File: src/rtl/rs_pkg.sv
// Types and constants for rectangle_subtract.
// No dependencies.
package rs_pkg;

	localparam int EDGE_W     = 16;
	localparam int NUM_PIECES = 4;
	localparam int PIECE_IDX_W = $clog2(NUM_PIECES);

	// slot order of the pieces, also their output order
	localparam logic [PIECE_IDX_W-1:0] SLOT_LEFT   = 2'd0;
	localparam logic [PIECE_IDX_W-1:0] SLOT_TOP    = 2'd1;
	localparam logic [PIECE_IDX_W-1:0] SLOT_RIGHT  = 2'd2;
	localparam logic [PIECE_IDX_W-1:0] SLOT_BOTTOM = 2'd3;

	localparam logic signed [EDGE_W-1:0] EDGE_ONE = 16'sd1;

	// inclusive rectangle, left edge in the low bits
	typedef struct packed {
		logic signed [EDGE_W-1:0] bottom;
		logic signed [EDGE_W-1:0] right;
		logic signed [EDGE_W-1:0] top;
		logic signed [EDGE_W-1:0] left;
	} rect_t;

	// one result word: rectangle plus empty flag in the top bit
	typedef struct packed {
		logic  empty;
		rect_t box;
	} piece_t;

	localparam int RECT_W = $bits(rect_t);

endpackage

File: src/rtl/rectangle_subtract.sv
// Input word, pieces and result words are held in the input, piece and output registers.
// One input word per cycle while items give one word each and m_tready is high; each item
// gives 1 to 4 result words, one per cycle while m_tready is high, so output sets the rate.
// Input register, piece register and output register decouple the two sides.
// Reset (arst_n low, asynchronous) empties all three stages; no other state.
// Depends on rs_pkg.
module rectangle_subtract
	import rs_pkg::*;
(
	input  logic                clk,
	input  logic                arst_n,
	// slave side
	input  logic                s_tvalid,
	output logic                s_tready,
	// a_left, a_top, a_right, a_bottom, b_left, b_top, b_right, b_bottom (16 bits each)
	input  logic [2*RECT_W-1:0] s_tdata,
	// master side
	output logic                m_tvalid,
	input  logic                m_tready,
	// piece_left, piece_top, piece_right, piece_bottom (16 bits each)
	output logic [RECT_W-1:0]   m_tdata,
	// nothing_left
	output logic                m_tuser,
	// last_piece
	output logic                m_tlast
);

	// ---------------------------------------------------------------
	// Stage 1: input register
	// ---------------------------------------------------------------
	logic  valid_s1;
	rect_t a_s1, b_s1;
	logic  load_s1, load_s2;

	assign s_tready = !valid_s1 || load_s2;
	assign load_s1  = s_tvalid && s_tready;

	always_ff @(posedge clk or negedge arst_n) begin
		if (!arst_n) begin
			valid_s1 <= 1'b0;
		end else if (s_tready) begin
			valid_s1 <= s_tvalid;
		end
	end

	always_ff @(posedge clk) begin
		if (load_s1) begin
			a_s1 <= rect_t'(s_tdata[RECT_W-1:0]);
			b_s1 <= rect_t'(s_tdata[2*RECT_W-1:RECT_W]);
		end
	end

	// ---------------------------------------------------------------
	// Piece computation: all four candidate pieces side by side,
	// plus a mask of which ones exist.
	// ---------------------------------------------------------------
	logic                       overlap;
	logic                       has_l, has_t, has_r, has_b;
	logic signed [EDGE_W-1:0]   mid_l, mid_r;
	piece_t                     pieces_c [NUM_PIECES];
	logic [NUM_PIECES-1:0]      mask_c;

	always_comb begin
		// collapsed rectangles never overlap anything
		overlap = !(a_s1.left > a_s1.right) && !(a_s1.top > a_s1.bottom)
			&& !(b_s1.left > b_s1.right) && !(b_s1.top > b_s1.bottom)
			&& !(a_s1.left > b_s1.right) && !(a_s1.right < b_s1.left)
			&& !(a_s1.top > b_s1.bottom) && !(a_s1.bottom < b_s1.top);

		has_l = b_s1.left > a_s1.left;
		has_t = b_s1.top > a_s1.top;
		has_r = a_s1.right > b_s1.right;
		has_b = a_s1.bottom > b_s1.bottom;

		// horizontal overlap clips the top and bottom bands
		mid_l = (a_s1.left > b_s1.left) ? a_s1.left : b_s1.left;
		mid_r = (a_s1.right < b_s1.right) ? a_s1.right : b_s1.right;

		// full-height left band
		pieces_c[SLOT_LEFT].empty       = 1'b0;
		pieces_c[SLOT_LEFT].box.left    = a_s1.left;
		pieces_c[SLOT_LEFT].box.top     = a_s1.top;
		pieces_c[SLOT_LEFT].box.right   = b_s1.left - EDGE_ONE;
		pieces_c[SLOT_LEFT].box.bottom  = a_s1.bottom;
		// top band
		pieces_c[SLOT_TOP].empty        = 1'b0;
		pieces_c[SLOT_TOP].box.left     = mid_l;
		pieces_c[SLOT_TOP].box.top      = a_s1.top;
		pieces_c[SLOT_TOP].box.right    = mid_r;
		pieces_c[SLOT_TOP].box.bottom   = b_s1.top - EDGE_ONE;
		// full-height right band
		pieces_c[SLOT_RIGHT].empty      = 1'b0;
		pieces_c[SLOT_RIGHT].box.left   = b_s1.right + EDGE_ONE;
		pieces_c[SLOT_RIGHT].box.top    = a_s1.top;
		pieces_c[SLOT_RIGHT].box.right  = a_s1.right;
		pieces_c[SLOT_RIGHT].box.bottom = a_s1.bottom;
		// bottom band
		pieces_c[SLOT_BOTTOM].empty      = 1'b0;
		pieces_c[SLOT_BOTTOM].box.left   = mid_l;
		pieces_c[SLOT_BOTTOM].box.top    = b_s1.bottom + EDGE_ONE;
		pieces_c[SLOT_BOTTOM].box.right  = mid_r;
		pieces_c[SLOT_BOTTOM].box.bottom = a_s1.bottom;

		mask_c = '0;
		mask_c[SLOT_LEFT]   = has_l;
		mask_c[SLOT_TOP]    = has_t;
		mask_c[SLOT_RIGHT]  = has_r;
		mask_c[SLOT_BOTTOM] = has_b;

		if (!overlap) begin
			// no overlap: A passes through unchanged
			pieces_c[SLOT_LEFT].empty = 1'b0;
			pieces_c[SLOT_LEFT].box   = a_s1;
			mask_c                    = '0;
			mask_c[SLOT_LEFT]         = 1'b1;
		end else if (mask_c == '0) begin
			// B covers A: one empty word with zero edges
			pieces_c[SLOT_LEFT].empty = 1'b1;
			pieces_c[SLOT_LEFT].box   = '0;
			mask_c[SLOT_LEFT]         = 1'b1;
		end
	end

	// ---------------------------------------------------------------
	// Stage 2: piece register; mask holds the pieces not yet sent
	// ---------------------------------------------------------------
	logic                     valid_s2;
	piece_t                   pieces_s2 [NUM_PIECES];
	logic [NUM_PIECES-1:0]    mask_s2;
	logic [NUM_PIECES-1:0]    rest_mask;
	logic [PIECE_IDX_W-1:0]   sel_idx;
	logic                     out_free, send, s2_done;

	assign out_free = !m_tvalid || m_tready;
	assign send     = valid_s2 && out_free;
	// clear the lowest pending piece
	assign rest_mask = mask_s2 & (mask_s2 - 1'b1);
	assign s2_done   = send && (rest_mask == '0);
	assign load_s2   = valid_s1 && (!valid_s2 || s2_done);

	always_comb begin
		sel_idx = SLOT_LEFT;
		for (int i = NUM_PIECES - 1; i >= 0; i--) begin
			if (mask_s2[i]) begin
				sel_idx = PIECE_IDX_W'(i);
			end
		end
	end

	always_ff @(posedge clk or negedge arst_n) begin
		if (!arst_n) begin
			valid_s2 <= 1'b0;
			mask_s2  <= '0;
		end else if (load_s2) begin
			valid_s2 <= 1'b1;
			mask_s2  <= mask_c;
		end else if (send) begin
			valid_s2 <= !s2_done;
			mask_s2  <= rest_mask;
		end
	end

	always_ff @(posedge clk) begin
		if (load_s2) begin
			pieces_s2 <= pieces_c;
		end
	end

	// ---------------------------------------------------------------
	// Output register
	// ---------------------------------------------------------------
	logic   m_tvalid_q;
	piece_t out_piece_q;
	logic   out_last_q;

	always_ff @(posedge clk or negedge arst_n) begin
		if (!arst_n) begin
			m_tvalid_q <= 1'b0;
		end else if (out_free) begin
			m_tvalid_q <= valid_s2;
		end
	end

	always_ff @(posedge clk) begin
		if (send) begin
			out_piece_q <= pieces_s2[sel_idx];
			out_last_q  <= (rest_mask == '0);
		end
	end

	assign m_tvalid = m_tvalid_q;
	assign m_tdata  = out_piece_q.box;
	assign m_tuser  = out_piece_q.empty;
	assign m_tlast  = out_last_q;

endmodule

File: config.mk
export PLATFORM = sky130hd
export DESIGN_NAME = rectangle_subtract
export DESIGN_NICKNAME = d
export VERILOG_FILES = /design/src/rtl/rs_pkg.sv /design/src/rtl/rectangle_subtract.sv
export SDC_FILE = /design/constraint.sdc
export NUM_CORES = 1
export LEC_CHECK = 0
export ABC_AREA = 1
export ABC_CLOCK_PERIOD_IN_PS = 24900
export BUFFER_PORTS_ARGS = -buffer_cell sky130_fd_sc_hd__buf_4
export CAP_MARGIN = 20
export CORE_MARGIN = 3
export CORE_UTILIZATION = 30
export CTS_CLUSTER_DIAMETER = 30
export DETAILED_ROUTE_END_ITERATION = 10
export GPL_TIMING_DRIVEN = 1
export HOLD_SLACK_MARGIN = 0.15
export PLACE_DENSITY = 0.45
export SYNTH_ARGS = -nofsm -noshare
export SYNTH_HDL_FRONTEND = slang
export SYNTH_SLANG_ARGS = --single-unit
File: constraint.sdc
create_clock -name clk -period 24.9 [get_ports clk]
set_clock_uncertainty 0.1 [all_clocks]
set_input_delay 2.49 -clock clk [delete_from_list [all_inputs] [get_ports clk]]
set_output_delay 2.49 -clock clk [all_outputs]
set_load 0.1 [all_outputs]
==> impl_metrics.py <==
metrics = {
    "layout": {
        "mostFrequentLayoutCells": "edfxtp_1 (387), nand2_1 (362), nor2_1 (239), buf_4 (208), inv_1 (197)",
        "diodes": 0,
        "final_common_cell": "edfxtp_1",
        "areaGrowthSynthToFinish_pct": 29.6,
        "final_nets": 2474,
        "nFillCells": 6416,
        "final_util": 0.395,
        "drive_gt1_frac": 0.175,
    },
    "sta": {
        "worst_slack_ns": 18.09,
        "hold_slack_ns": 0.393,
        "rsz0062_at_grt": "false",
        "worst_pin_slew_ns": 1.06,
        "post-route-period-util": 0.274,
        "fin_setup_tns_ns": 0,
        "report.final.hold_viol_count": 0,
        "min_period_ns": 6.81,
        "setup_violations": 0,
        "finalMaxSlewViolations": 0,
        "fmaxAchievable_mhz": 147,
        "max-slew-margin-rel": 0.295,
    },
    "floorplanning": {
        "num_rows": 94,
        "fp.coreArea_um2": 66000,
        "initial_utilization": 0.304,
        "die_y_um": 265,
        "dieWidth_um": 265,
        "io_pins": 200,
        "dieArea_um2": 70100,
    },
    "power_and_ir_drop": {
        "power_density_nw_per_um2": 161,
        "power_leakage_nw": 11.1,
        "peakVddDrop_v": 0.0000833,
        "fin_total_pwr_mw": 4.18,
    },
    "logic_synthesis": {
        "syn_inst": 1881,
        "synthFlopType": "edfxtp_1",
        "synth_edf_count": 387,
        "synth_nets": 2207,
        "synth_cell_types": 40,
        "yosysWarnings": 0,
        "syn_area_um2": 20100,
        "avgSynthCellArea_um2": 10.7,
        "async_reset_ff_frac": 0.0178,
        "ys_ff_latch": 394,
        "ys_seq_area_frac": 0.587,
    },
    "setup_path": {
        "cp-end-kind": "primary output",
        "crit_type": "in -> out",
        "rr_worst_depth": 16,
        "worstSetupStartpointType": "input port",
        "crit_top_cell": "nand2_1",
        "max_stage_delay_ns": 0.77,
        "worst_ep_required_time_ns": 22.31,
        "cp-startpoint": "m_tready",
        "crit_arrival_ns": 4.22,
        "r2r-start": "m_tvalid",
        "critPathMaxFanout": 68,
        "r2r-end": "mask_s2[2]",
        "reg2reg_slack_ns": 19.81,
        "crit_chain": "buf_4 -> inv_1 -> nand2_1 -> nand2_1 -> inv_2 -> buf_4 -> nand2_1 -> nand2_1 -> inv_2 -> nand2_1 -> buf_4",
        "critPathCapture": "s_tready",
        "critPathSlowestCell": "buf_4",
    },
    "routing": {
        "drtIter0Drc": 1120,
        "wl_met3_um": 3350,
        "wirelength_um": 59300,
        "num_vias": 14500,
        "highest_layer": "met4",
        "vias_per_cell": 4.68,
        "detail_route.wl_per_cell_um": 19.1,
        "wl_met1_um": 28100,
        "drc": 0,
        "antenna_left": 0,
        "dr.pass1.iters": 5,
        "wl_met2_um": 26600,
    },
    "outcome": {
        "status": "finished clean",
    },
    "placement": {
        "pre_cts_slack_ns": 17.52,
        "hpwl_um": 43000,
        "port-buffer-count": 199,
        "gp_congestion": 0.841,
    },
    "cts": {
        "h-tree-depth": 3,
        "clockBufferDepth": 3,
        "cts_setup_buffers": 0,
        "clock-sinks": 394,
        "clk_pin_slew_ns": 0.04,
        "ctsHoldBuffers": 0,
        "clk_latency_ns": 0.64,
        "cts_tree": "done",
        "numCtsBuffers": 102,
        "cts_root_buf": "clkbuf_16",
        "post_cts_resized": 0,
    },
    "grt": {
        "grt.total_usage": 0.169,
        "grt_max_degree": 87,
        "overflow": 0,
        "antenna_found_initial": 2,
        "grt_pass1_vias": 14804,
        "grt_pass1_wl_um": 88700,
    },
    "min_path": {
        "hp-class": "reg -> reg",
    },
    "job": {
        "drv_cap": 0,
    },
}
-- metal layers --
metal / vias up / GRT usage
li1: 7100 / -
met1: 6932 / 0.238
met2: 387 / 0.262
met3: 81 / 0.0319
met4: 0 / 0.0539
met5: - / 0
-- layout make-up --
| cell class | instances | area, um^2 | share of cell area |
|---|---|---|---|
| Clock buffer | 120 | 2660 | 0.102 |
| Clock inverter | 70 | 812 | 0.0312 |
| Inverter | 212 | 801 | 0.0308 |
| Multi-Input combinational cell | 1230 | 7320 | 0.281 |
| Sequential cell | 394 | 11800 | 0.453 |
| Tap cell | 864 | 1080 | 0.0415 |
| Timing Repair Buffer | 208 | 1560 | 0.0600 |
-- critical path: cells and delay by family --
kind | cells | cell delay (ns)
and+or+nand+nor | 5 | 0.45
buffers and inverters | 6 | 1.28
-- through the flow --
step / std cells / area [um^2]
finish: 3098 / 26000
global route: 3098 / 26000
CTS: 3098 / 26000
detailed placement: 2908 / 22600
global placement: 2908 / 22600
floorplan: 1881 / 20100
-- how the worst min path moves through the flow --
stage / from / endpoint / slack [ns] / depth (start not counted)
2_1_floorplan: a_s1[16] / pieces_s2[81] / 0.36 / 0
3_3_place_gp: m_tvalid / m_tvalid / 0.38 / 2
3_5_place_dp: m_tvalid / m_tvalid / 0.39 / 2
4_1_cts: m_tvalid / m_tvalid / 0.40 / 2
5_1_grt: m_tvalid / m_tvalid / 0.43 / 2
6_report: m_tvalid / m_tvalid / 0.39 / 2
-- cells in the mapped netlist (7+ instances only) --
cell | count | area share
clkbuf_1 | 36 | 0.0067
a21oi_1 | 92 | 0.023
nor3_1 | 18 | 0.0045
nand4_1 | 16 | 0.0050
a31oi_1 | 49 | 0.015
nor2_1 | 239 | 0.045
xor2_1 | 49 | 0.021
dfrtp_1 | 7 | 0.0087
o21ai_0 | 77 | 0.019
edfxtp_1 | 387 | 0.58
nand2_1 | 363 | 0.068
ha_1 | 194 | 0.12
o21a_1 | 7 | 0.0026
inv_1 | 200 | 0.037
o21ai_1 | 16 | 0.0040
inv_2 | 10 | 0.0019
nand3_1 | 62 | 0.015
o22ai_1 | 16 | 0.0050
-- logic make-up (layout without fill, tap and decap cells) --
family                     after synthesis  in the layout  share of synthesized area
xor gates and xnor gates                49             49                     0.0214
adders and majority gates              194            194                      0.121
and+or+nand+nor                        718            718                      0.147
DFF                                    394            394                      0.587
AOI/OAI and AO/OA                      269            269                     0.0736
buffers and inverters                  257            610                     0.0495
-- where the power goes --
part	internal, mW	switching, mW
Sequential	1.13	0.178
Combinational	0.390	1.17
Clock	0.911	0.398
Total	2.43	1.74
-- state kept, by name (all words and copies together), names as in the netlist --
| register | count |
|---|---|
| m_tvalid | 1 |
| valid_s2 | 1 |
| a_s1 | 64 |
| b_s1 | 64 |
| m_tuser | 1 |
| m_tlast | 1 |
| m_tdata | 64 |
| pieces_s2 | 193 |
| mask_s2 | 4 |
| valid_s1 | 1 |
No activity file was read; power rests on OpenSTA's default activity.
